==> config.mk <==
export PLATFORM = sky130hd
export DESIGN_NAME = vmes_ctrl
export DESIGN_NICKNAME = d
export VERILOG_FILES = /design/src/vmes_pkg.sv /design/src/vmes_ctrl.sv
export SDC_FILE = /design/constraint.sdc
export NUM_CORES = 1
export LEC_CHECK = 0
export CORE_ASPECT_RATIO = 0.7
export CORE_UTILIZATION = 45
export CTS_BUF_LIST = sky130_fd_sc_hd__clkbuf_2 sky130_fd_sc_hd__clkbuf_4 sky130_fd_sc_hd__clkbuf_8
export DETAILED_ROUTE_END_ITERATION = 10
export DONT_BUFFER_PORTS = 1
export PLACE_DENSITY_LB_ADDON = 0.3
export REMOVE_ABC_BUFFERS = 1
export SLEW_MARGIN = 25
export SYNTH_ARGS = -nofsm -noshare
export SYNTH_HDL_FRONTEND = slang
export SYNTH_SLANG_ARGS = --single-unit
==> constraint.sdc <==
create_clock -name i_clk -period 3.1 [get_ports i_clk]
set_input_delay 0.31 -clock i_clk [delete_from_list [all_inputs] [get_ports i_clk]]
set_output_delay 0.31 -clock i_clk [all_outputs]
set_load 0.02 [all_outputs]
==> src/vmes_pkg.sv <==
// Shared types, codes and decode tables for the evaluation stack unit.
// No dependencies; used by every module of the block but vmes_ram.
package vmes_pkg;

    localparam int STACK_DEPTH_DEF = 256;
    localparam logic [8:0] LIMIT_RESET = 9'd256;

    typedef enum logic [3:0] {
        F_PUSH  = 4'd0,
        F_DEPTH = 4'd1,
        F_DROP  = 4'd2,
        F_NIP   = 4'd3,
        F_XDROP = 4'd4,
        F_CLEAR = 4'd5,
        F_DUP   = 4'd6,
        F_OVER  = 4'd7,
        F_PICK  = 4'd8,
        F_TUCK  = 4'd9,
        F_SWAP  = 4'd10,
        F_ROT   = 4'd11,
        F_ROLL  = 4'd12,
        F_REV3  = 4'd13,
        F_REV4  = 4'd14,
        F_REVN  = 4'd15
    } t_func;

    typedef enum logic [2:0] {
        ST_OK    = 3'd0,
        ST_UNDER = 3'd1,
        ST_NEG   = 3'd2,
        ST_RANGE = 3'd3,
        ST_OVER  = 3'd4
    } t_status;

    // operation class, picks the execution sequence
    typedef enum logic [2:0] {
        CL_FIXED = 3'd0,
        CL_PICK  = 3'd1,
        CL_XDROP = 3'd2,
        CL_ROLL  = 3'd3,
        CL_REV   = 3'd4
    } t_cls;

    // data source of one fixed-shape write slot
    typedef enum logic [2:0] {
        SRC_NONE = 3'd0,
        SRC_PV   = 3'd1,
        SRC_CNT  = 3'd2,
        SRC_W0   = 3'd3,
        SRC_W1   = 3'd4,
        SRC_W2   = 3'd5,
        SRC_W3   = 3'd6
    } t_src;

    typedef enum logic [2:0] {
        RD_LOAD  = 3'd0,
        RD_IDX   = 3'd1,
        RD_PNEXT = 3'd2,
        RD_LO    = 3'd3,
        RD_HI    = 3'd4,
        RD_TOP   = 3'd5
    } t_rd_sel;

    typedef enum logic [2:0] {
        WR_SLOT = 3'd0,
        WR_PICK = 3'd1,
        WR_MOVE = 3'd2,
        WR_ROLL = 3'd3,
        WR_LO   = 3'd4,
        WR_HI   = 3'd5
    } t_wr_sel;

    typedef struct packed {
        logic    accept;
        t_rd_sel rd_sel;
        logic    we;
        t_wr_sel wr_sel;
        logic [2:0] step;
        logic    cap_w;
        logic    cap_tmp;
        logic    init;
        logic    mv_step;
        logic    rv_step;
        logic    commit;
    } t_cmd;

    typedef struct packed {
        logic err;
        t_cls cls;
        logic mv_done;
        logic rev_done;
    } t_sts;

    // words an opcode needs on the stack
    function automatic logic [2:0] need_cnt(input t_func f);
        logic [2:0] r;
        unique case (f)
            F_PUSH, F_DEPTH, F_CLEAR:                     r = 3'd0;
            F_DROP, F_XDROP, F_DUP, F_PICK, F_ROLL, F_REVN: r = 3'd1;
            F_NIP, F_OVER, F_TUCK, F_SWAP:                r = 3'd2;
            F_ROT, F_REV3:                                r = 3'd3;
            F_REV4:                                       r = 3'd4;
            default:                                      r = 3'd0;
        endcase
        return r;
    endfunction

    // slot j writes address count-4+j; W0 is the old top word
    function automatic t_src slot_src(input t_func f, input logic [2:0] j);
        t_src r;
        r = SRC_NONE;
        unique case (f)
            F_PUSH:  if (j == 3'd4) r = SRC_PV;
            F_DEPTH: if (j == 3'd4) r = SRC_CNT;
            F_DUP:   if (j == 3'd4) r = SRC_W0;
            F_OVER:  if (j == 3'd4) r = SRC_W1;
            F_TUCK: begin
                if (j == 3'd2 || j == 3'd4) r = SRC_W0;
                else if (j == 3'd3) r = SRC_W1;
            end
            F_NIP:   if (j == 3'd2) r = SRC_W0;
            F_SWAP: begin
                if (j == 3'd2) r = SRC_W0;
                else if (j == 3'd3) r = SRC_W1;
            end
            F_ROT: begin
                if (j == 3'd1) r = SRC_W1;
                else if (j == 3'd2) r = SRC_W0;
                else if (j == 3'd3) r = SRC_W2;
            end
            F_REV3: begin
                if (j == 3'd1) r = SRC_W0;
                else if (j == 3'd3) r = SRC_W2;
            end
            F_REV4: begin
                if (j == 3'd0) r = SRC_W0;
                else if (j == 3'd1) r = SRC_W1;
                else if (j == 3'd2) r = SRC_W2;
                else if (j == 3'd3) r = SRC_W3;
            end
            default: r = SRC_NONE;
        endcase
        return r;
    endfunction

endpackage

==> src/vmes_ctrl.sv <==
// Sequencer of the evaluation stack unit: walks each opcode through load,
// check, execute and top-word read. Depends on vmes_pkg.
module vmes_ctrl (
    input  logic            i_clk,
    input  logic            i_rst_n,
    input  logic            i_start,
    input  vmes_pkg::t_sts  i_sts,
    output vmes_pkg::t_cmd  o_cmd,
    output logic            o_busy,
    output logic            o_valid
);

    typedef enum logic [16:0] {
        S_IDLE   = 17'd1 << 0,
        S_LOAD   = 17'd1 << 1,
        S_CHECK  = 17'd1 << 2,
        S_SLOT   = 17'd1 << 3,
        S_PK_RD  = 17'd1 << 4,
        S_PK_WR  = 17'd1 << 5,
        S_RL_RD  = 17'd1 << 6,
        S_RL_CAP = 17'd1 << 7,
        S_MV_RD  = 17'd1 << 8,
        S_MV_WR  = 17'd1 << 9,
        S_RL_WR  = 17'd1 << 10,
        S_RV_RA  = 17'd1 << 11,
        S_RV_RB  = 17'd1 << 12,
        S_RV_WA  = 17'd1 << 13,
        S_RV_WB  = 17'd1 << 14,
        S_FIN    = 17'd1 << 15,
        S_OUT    = 17'd1 << 16
    } t_state;

    t_state          r_state, n_state;
    logic [2:0]      r_step, n_step;
    vmes_pkg::t_cls  r_cls, n_cls;

    always_ff @(posedge i_clk) begin
        if (!i_rst_n) begin
            r_state <= S_IDLE;
            r_step  <= 3'd0;
            r_cls   <= vmes_pkg::CL_FIXED;
        end else begin
            r_state <= n_state;
            r_step  <= n_step;
            r_cls   <= n_cls;
        end
    end

    always_comb begin
        o_cmd   = '0;
        n_state = r_state;
        n_step  = r_step;
        n_cls   = r_cls;
        unique case (r_state)
            S_IDLE: begin
                if (i_start) begin
                    o_cmd.accept = 1'b1;
                    n_state      = S_LOAD;
                    n_step       = 3'd0;
                end
            end
            S_LOAD: begin
                // four top words read back to back, each captured in the next cycle
                o_cmd.rd_sel = vmes_pkg::RD_LOAD;
                o_cmd.step   = r_step;
                o_cmd.cap_w  = (r_step != 3'd0);
                if (r_step == 3'd4) begin
                    n_state = S_CHECK;
                end else begin
                    n_step = r_step + 3'd1;
                end
            end
            S_CHECK: begin
                o_cmd.init = 1'b1;
                n_cls      = i_sts.cls;
                n_step     = 3'd0;
                if (i_sts.err) begin
                    n_state = S_FIN;
                end else begin
                    unique case (i_sts.cls)
                        vmes_pkg::CL_FIXED: n_state = S_SLOT;
                        vmes_pkg::CL_PICK:  n_state = S_PK_RD;
                        vmes_pkg::CL_XDROP: n_state = S_MV_RD;
                        vmes_pkg::CL_ROLL:  n_state = S_RL_RD;
                        vmes_pkg::CL_REV:   n_state = S_RV_RA;
                        default:            n_state = S_FIN;
                    endcase
                end
            end
            S_SLOT: begin
                o_cmd.we     = 1'b1;
                o_cmd.wr_sel = vmes_pkg::WR_SLOT;
                o_cmd.step   = r_step;
                if (r_step == 3'd4) begin
                    n_state = S_FIN;
                end else begin
                    n_step = r_step + 3'd1;
                end
            end
            S_PK_RD: begin
                o_cmd.rd_sel = vmes_pkg::RD_IDX;
                n_state      = S_PK_WR;
            end
            S_PK_WR: begin
                o_cmd.we     = 1'b1;
                o_cmd.wr_sel = vmes_pkg::WR_PICK;
                n_state      = S_FIN;
            end
            S_RL_RD: begin
                o_cmd.rd_sel = vmes_pkg::RD_IDX;
                n_state      = S_RL_CAP;
            end
            S_RL_CAP: begin
                o_cmd.cap_tmp = 1'b1;
                n_state       = S_MV_RD;
            end
            S_MV_RD: begin
                if (i_sts.mv_done) begin
                    n_state = (r_cls == vmes_pkg::CL_ROLL) ? S_RL_WR : S_FIN;
                end else begin
                    o_cmd.rd_sel = vmes_pkg::RD_PNEXT;
                    n_state      = S_MV_WR;
                end
            end
            S_MV_WR: begin
                o_cmd.we      = 1'b1;
                o_cmd.wr_sel  = vmes_pkg::WR_MOVE;
                o_cmd.mv_step = 1'b1;
                n_state       = S_MV_RD;
            end
            S_RL_WR: begin
                o_cmd.we     = 1'b1;
                o_cmd.wr_sel = vmes_pkg::WR_ROLL;
                n_state      = S_FIN;
            end
            S_RV_RA: begin
                if (i_sts.rev_done) begin
                    n_state = S_FIN;
                end else begin
                    o_cmd.rd_sel = vmes_pkg::RD_LO;
                    n_state      = S_RV_RB;
                end
            end
            S_RV_RB: begin
                o_cmd.rd_sel  = vmes_pkg::RD_HI;
                o_cmd.cap_tmp = 1'b1;
                n_state       = S_RV_WA;
            end
            S_RV_WA: begin
                o_cmd.we     = 1'b1;
                o_cmd.wr_sel = vmes_pkg::WR_LO;
                n_state      = S_RV_WB;
            end
            S_RV_WB: begin
                o_cmd.we      = 1'b1;
                o_cmd.wr_sel  = vmes_pkg::WR_HI;
                o_cmd.rv_step = 1'b1;
                n_state       = S_RV_RA;
            end
            S_FIN: begin
                o_cmd.commit = 1'b1;
                o_cmd.rd_sel = vmes_pkg::RD_TOP;
                n_state      = S_OUT;
            end
            S_OUT: begin
                n_state = S_IDLE;
            end
            default: begin
                n_state = S_IDLE;
            end
        endcase
    end

    assign o_busy  = (r_state != S_IDLE);
    assign o_valid = (r_state == S_OUT);

    a_valid_single: assert property (@(posedge i_clk) disable iff (!i_rst_n)
        o_valid |=> !o_valid)
        else $error("result strobe longer than one cycle");

    a_accept_load: assert property (@(posedge i_clk) disable iff (!i_rst_n)
        (i_start && !o_busy) |=> (r_state == S_LOAD))
        else $error("accepted item did not start loading");

    a_no_write_idle: assert property (@(posedge i_clk) disable iff (!i_rst_n)
        !o_busy |-> !o_cmd.we)
        else $error("memory write while idle");

endmodule

==> run_results.csv, run 1 <==
group,metric,value,unit
status,status,"finished, final reports clean",
power,peakVddDrop,0.180,mV
yosys,synth_area_leaders,"dfxtp_1, nand2_1, nor2_1, inv_1, nor4_4",
yosys,postSynthCellCount,168,
die,fp.dieArea,3290,sq um
sta,worst_pin_slew,0.717,ns
worst_setup_path,reg2reg_setup_slack,0.54,ns
power,powerDensity,390,nW/um^2
routing,ant_nets,0,
worst_setup_path,cpPeakStageDelay,0.62,ns
die,die_h,48.3,um
flow_run,drv_cap,0,
layout,nets,183,
routing,initialDrtViolationCount,162,
placement,port_buffers,0,
global_route,grt_overflow_total,0,
worst_setup_path,crit_start,"r_state[6]",
sta,slew_violations,0,
worst_setup_path,crit_path_end_kind,"primary output",
worst_setup_path,cp-endpoint,"o_cmd[14]",
worst_setup_path,path_cells,"or4_4 -> nor4_2 -> nand4b_1 -> o22ai_1",
yosys,ys_warn_count,0,
cts,cts-htree-levels,1,
cts,clk_pin_slew_worst_paths,0.08,ns
layout,drive_above_1_share,13.5,%
sta,fmax,341,MHz
worst_setup_path,cp.depth,4,
layout,mostFrequentLayoutCells,"dfxtp_1, nand2_1, nor2_1",
global_route,antenna_found_initial,0,
layout,fin_cells,207,
die,start_util,48.5,%
sta,hold_violations,0,
hold_path,hp-start,"i_sts[3]",
sta,period_share,94.5,%
worst_setup_path,rr_worst_depth,6,
hold_path,hp-class,"input pin to register",
routing,avgViaCountPerCell,6.23,
cts,cts_buffers,3,
sta,finClkSkew,0.00123,ns
routing,drc,0,
worst_setup_path,cp.arrival,2.62,ns
layout,n_antenna_cell,0,
power,leakage,0.568,nW
worst_setup_path,cp.required,2.79,ns
die,io_pins,28,
cts,cts_setup_buffers,0,
cts,cts_sinks,23,
routing,first_pass_iters,4,
worst_setup_path,path_max_fanout,8,
worst_setup_path,r2r-start,"r_state[6]",
cts,hold_buffers,0,
yosys,synth_top_area_share,33.4,%
yosys,synth_area_per_cell,8.20,sq um
worst_setup_path,path_class,"register to primary output",
yosys,yosys.cell_types.count,51,
yosys,yosysSeqAreaShare,33.4,%
layout,fillers,280,
placement,place.gp.congestion,0.891,
global_route,globalRouteTotalUtil,23.1,%
sta,tns,0,ns
global_route,grt_pass1_wl,5340,um
global_route,grt_max_degree,14,
power,finalPower,0.000570,W
cts,post_cts_resize_count,0,
cts,clk_latency,0.27,ns
yosys,netlist_area,1380,sq um
layout,mostFrequentLayoutCell,"dfxtp_1",
routing,wl,3550,um
routing,wl_per_cell,17.1,um
die,dieWidth,68.1,um
routing,num_vias,1289,
sta,maxSlewHeadroom,52.1,%
die,core-area,2840,sq um
worst_setup_path,cpMaxStageDelayCell,"or4_4",
sta,whs,0.101,ns
layout,syn_to_final_growth,5.99,%
die,rows,16,
cts,root_buffer,"clkbuf_8",
cts,cts_tree,"done",
worst_setup_path,crit_family,"simple AND/OR/NAND/NOR gates",
placement,dp_cells,203,
sta,setup_viol,0,
worst_setup_path,reg2reg_to,"r_state[0]",
sta,rsz0062_at_grt,"no",
cts,clk_path_buf_depth,2,
sta,fin_crit,2.93,ns
worst_setup_path,startpoint_type,"register",
placement,dpl.hpwl,2770,um
global_route,grt_pass1_vias,1100,
yosys,yosysTopAreaCell,"dfxtp_1",
worst_setup_path,crit_buf_inv,0,
yosys,synth-seq-cells,23,
## cell families (layout without fill, tap and decap cells)
kind of cell               count (synthesis)  after routing  synth area share, %
adders and majority gates                  2              2                 1.82
xor gates and xnor gates                   2              2                 1.27
muxes                                      2              2                 1.45
DFF                                       23             23                 33.4
buffers and inverters                     18             21                 6.08
AOI/OAI and AO/OA                         26             26                 13.4
and+or+nand+nor                           95             95                 42.5
## worst reg2reg max path, cell delays in order, from the launching register on
cell and delay, ns:
dfxtp_1 0.40, or4_4 0.62, nor4_2 0.51, nand4b_1 0.28, o311a_1 0.20, nand4_1 0.28
o31ai_1 0.15
## cells in the mapped netlist (all sizes together)
cell type   n
nand2      24
dfxtp      23
nor2       17
inv        13
a21oi       8
nor4        8
nor3        7
nand3       5
or4         5
a31oi       4
nand4       4
nand4b      4
nor4b       4
o21ai       4
buf         3
nand2b      3
nand3b      3
or3         3
and2        2
ha          2
mux2i       2
o41ai       2
or2         2
a21boi      1
a22oi       1
a311oi      1
and4        1
and4b       1
clkbuf      1
clkinv      1
nor3b       1
o22ai       1
o311a       1
o311ai      1
o31a        1
o31ai       1
or3b        1
xnor2       1
xor2        1
## registers in the layout, indices dropped and copies added, names as in the netlist
| signal | flops |
|---|---|
| r_state | 17 |
| r_cls | 3 |
| r_step | 3 |
## worst min path at each step
stage               cells past startpoint          to  slack, ns
detailed placement                      1  r_state[4]       0.39
global route                            1  r_state[4]       0.09
finish                                  1  r_state[4]       0.10
CTS                                     1  r_state[4]       0.09
floorplan                               1  r_state[4]       0.38
global placement                        1  r_state[4]       0.39
## per-stage QoR
step	worst slack (ns)	instance area [sq um]	utilization, %
after CTS	0.212	1460	51.4
after floorplan	0.514	1350	-
after global placement	0.587	1410	49.7
final	0.170	1460	51.4
after global routing	0.0858	1460	51.4
after detailed placement	0.513	1410	49.7
## metal layers
metal / share of wire (%) / GRT usage, %
met5: 0 / 0
met4: 1.4 / 7.92
met3: 11 / 7.24
met2: 45 / 36.1
met1: 42 / 30.4
## power by group
| part | leakage [nW] | internal (W) | switching, W |
|---|---|---|---|
| registers | 0.186 | 0.000298 | 0.00000319 |
| clock network | 0.0255 | 0.0000899 | 0.0000994 |
| logic | 0.357 | 0.0000270 | 0.0000520 |
| total | 0.568 | 0.000415 | 0.000155 |
## area by class of cell
cell class	instances	area [sq um]	share of cell area, %
well taps	36	45.0	3.08
multi-input cells	127	833	57.1
flip-flops and latches	23	460	31.5
inverters	14	52.6	3.60
clock buffers	3	41.3	2.83
repair buffers	3	22.5	1.54
clock inverters	1	5.00	0.343
(Power assumes the default switching activity.)
==> run 2: changes to the inputs <==
==> constraint.sdc (replaced) <==
create_clock -name i_clk -period 2.7 [get_ports i_clk]
set_input_delay 0.27 -clock i_clk [delete_from_list [all_inputs] [get_ports i_clk]]
set_output_delay 0.27 -clock i_clk [all_outputs]
set_load 0.02 [all_outputs]
==> run 2 against run 1 <==
  * The flow now finishes with violations (setup timing)
  * Global-route usage fell by 0.93 points
  * Worst hold slack got worse by 0.034 ns
  * Via count fell by 1.6%
  * Sequential share of layout area fell by 1.3 points
  * Clock power rose by 15%
  * Power rose by 16%
  * Worst setup slack got worse by 0.19 ns
  * Final cell count rose by 1.4%
  * Clock skew rose by 0.0035 ns
  * Sequential power rose by 15%
  * Critical path type unchanged
  * Largest cell class unchanged
  * Highest routed layer unchanged
==> run_results.csv, run 2 (synthesis gave the netlist of run 1 again) <==
group,metric,value,unit
status,status,"complete, but fails checks",
status,violations,"setup timing",
routing,wl_per_cell,16.6,um
worst_setup_path,crit_path_end_kind,"primary output",
global_route,grt_max_degree,14,
sta,hold_violations,0,
worst_setup_path,path_max_fanout,6,
cts,clk_pin_slew_worst_paths,0.08,ns
layout,reg.largest.list,"r_state x17, r_cls x3, r_step x3",
global_route,antenna_found_initial,0,
global_route,grt_use_met2,33.3,%
power,leakage,0.591,nW
layout,utilization,53.7,%
worst_setup_path,r2r-start,"r_state[8]",
layout,syn_to_final_growth,10.7,%
placement,dp_slack,0.176,ns
placement,port_buffers,0,
hold_path,hp-start,"i_sts[3]",
cts,cts_tree,"done",
global_route,grt_pass1_vias,1094,
layout,nets,186,
die,rows,16,
die,dieWidth,68.1,um
placement,place.gp.congestion,0.879,
layout,mostFrequentLayoutCell,"dfxtp_1",
worst_setup_path,cpPeakStageDelay,0.50,ns
routing,initialDrtViolationCount,86,
die,start_util,48.5,%
worst_setup_path,startpoint_type,"register",
worst_setup_path,crit_start,"r_state[8]",
cts,root_buffer,"clkbuf_8",
routing,drc,0,
die,fp.dieArea,3290,sq um
layout,n_antenna_cell,0,
layout,fillers,278,
routing,avgViaCountPerCell,6.04,
global_route,grt.busiest_layer,"met2",
sta,rsz0062_at_grt,"yes",
die,die_h,48.3,um
sta,worst_pin_slew,0.500,ns
sta,timing.final.ws_setup,-0.0204,ns
worst_setup_path,cp.required,2.43,ns
power,peakVddDrop,0.246,mV
placement,dpl.hpwl,2650,um
worst_setup_path,cp.arrival,2.45,ns
flow_run,drv_cap,0,
cts,cts_buffers,3,
cts,hold_buffers,0,
sta,period_share,101,%
power,powerDensity,434,nW/um^2
sta,fin_crit,2.72,ns
sta,maxSlewHeadroom,66.2,%
worst_setup_path,cpMaxStageDelayCell,"or3b_1",
layout,mostFrequentLayoutCells,"dfxtp_1, nand2_1, nor2_1",
die,core-area,2840,sq um
layout,largest_reg_flops,17,
global_route,globalRouteTotalUtil,22.2,%
worst_setup_path,path_class,"register to primary output",
cts,cts_sinks,23,
layout,drive_above_1_share,17.8,%
sta,finClkSkew,0.00476,ns
cts,clk_path_buf_depth,2,
routing,first_pass_iters,4,
cts,cts-htree-levels,1,
routing,num_vias,1269,
global_route,grt.met1_usage,31.0,%
global_route,grt_overflow_total,0,
global_route,use_met3,7.01,%
sta,slew_violations,0,
layout,max_flop_register,"r_state",
sta,fmax,368,MHz
sta,setup_viol,1,
hold_path,hp-class,"input pin to register",
global_route,grt_pass1_wl,5180,um
cts,clk_latency,0.27,ns
worst_setup_path,path_cells,"nor4_1 -> nand3_1 -> or3_1 -> or3b_1 -> o311ai_0 -> buf_4",
routing,wl,3480,um
routing,ant_nets,0,
die,io_pins,28,
[run 2: cell count changes in the layout (fill, tap and decap cells not counted), sizes merged]
cell  change
buf       +3
[run 2: cell type report]
cell class                      count  area (sq um)  area share [%]
Clock inverter                      1          5.00           0.328
Inverter                           14          52.6            3.45
Clock buffer                        3          41.3            2.71
Timing Repair Buffer                6          45.0            2.95
Sequential cell                    23           460            30.2
Multi-Input combinational cell    127           876            57.4
Tap cell                           36          45.0            2.95
[run 2: routing by layer]
layer / up-vias / share of wire, % / wire length, um
met4: 0 / 1.1 / 40
met2: 55 / 44 / 1540
li1: 624 / - / -
met3: 6 / 7.1 / 247
met1: 584 / 47 / 1650
met5: - / 0 / 0
[run 2: path summary, 6_finish.rpt]
check                             endpoint  slack [ns]  cells past startpoint
worst max-delay path              o_cmd[9]       -0.02                      6
worst max register to register  r_state[5]        0.27                      6
worst min-delay path            r_state[4]        0.07                      1
worst min register to register    r_cls[0]        0.46                      2
[run 2: what timing repair did]
action | in CTS | in global routing
endpoints found under the setup margin | 3 | 7
setup buffers | 0 | 2
pin swaps | 0 | 2
gates resized for setup | 3 | 5
[run 2: power breakdown]
part           switching (W)  internal [W]  total (W)
logic              0.0000611     0.0000378  0.0000989
registers         0.00000403      0.000343   0.000347
clock network       0.000114      0.000103   0.000217
total               0.000179      0.000484   0.000663
[run 2: critical path: cells and delay by family (launching register included)]
family,cells,cell delay (ns)
and+or+nand+nor,4,1.47
DFF,1,0.36
buffers and inverters,1,0.20
AOI/OAI and AO/OA,1,0.15
[run 2: through the flow]
step | area, sq um | hold WS [ns] | TNS, ns | instances | total power (W)
5_1_grt | 1530 | 0.0496 | -0.374 | 210 | 0.000698
4_1_cts | 1490 | 0.0622 | 0 | 208 | 0.000661
3_3_place_gp | 1420 | 0.347 | 0 | 204 | 0.000442
2_1_floorplan | 1350 | 0.344 | 0 | 164 | 0.000427
6_report | 1530 | 0.0671 | -0.0204 | 210 | 0.000663
3_5_place_dp | 1420 | 0.347 | 0 | 204 | 0.000443
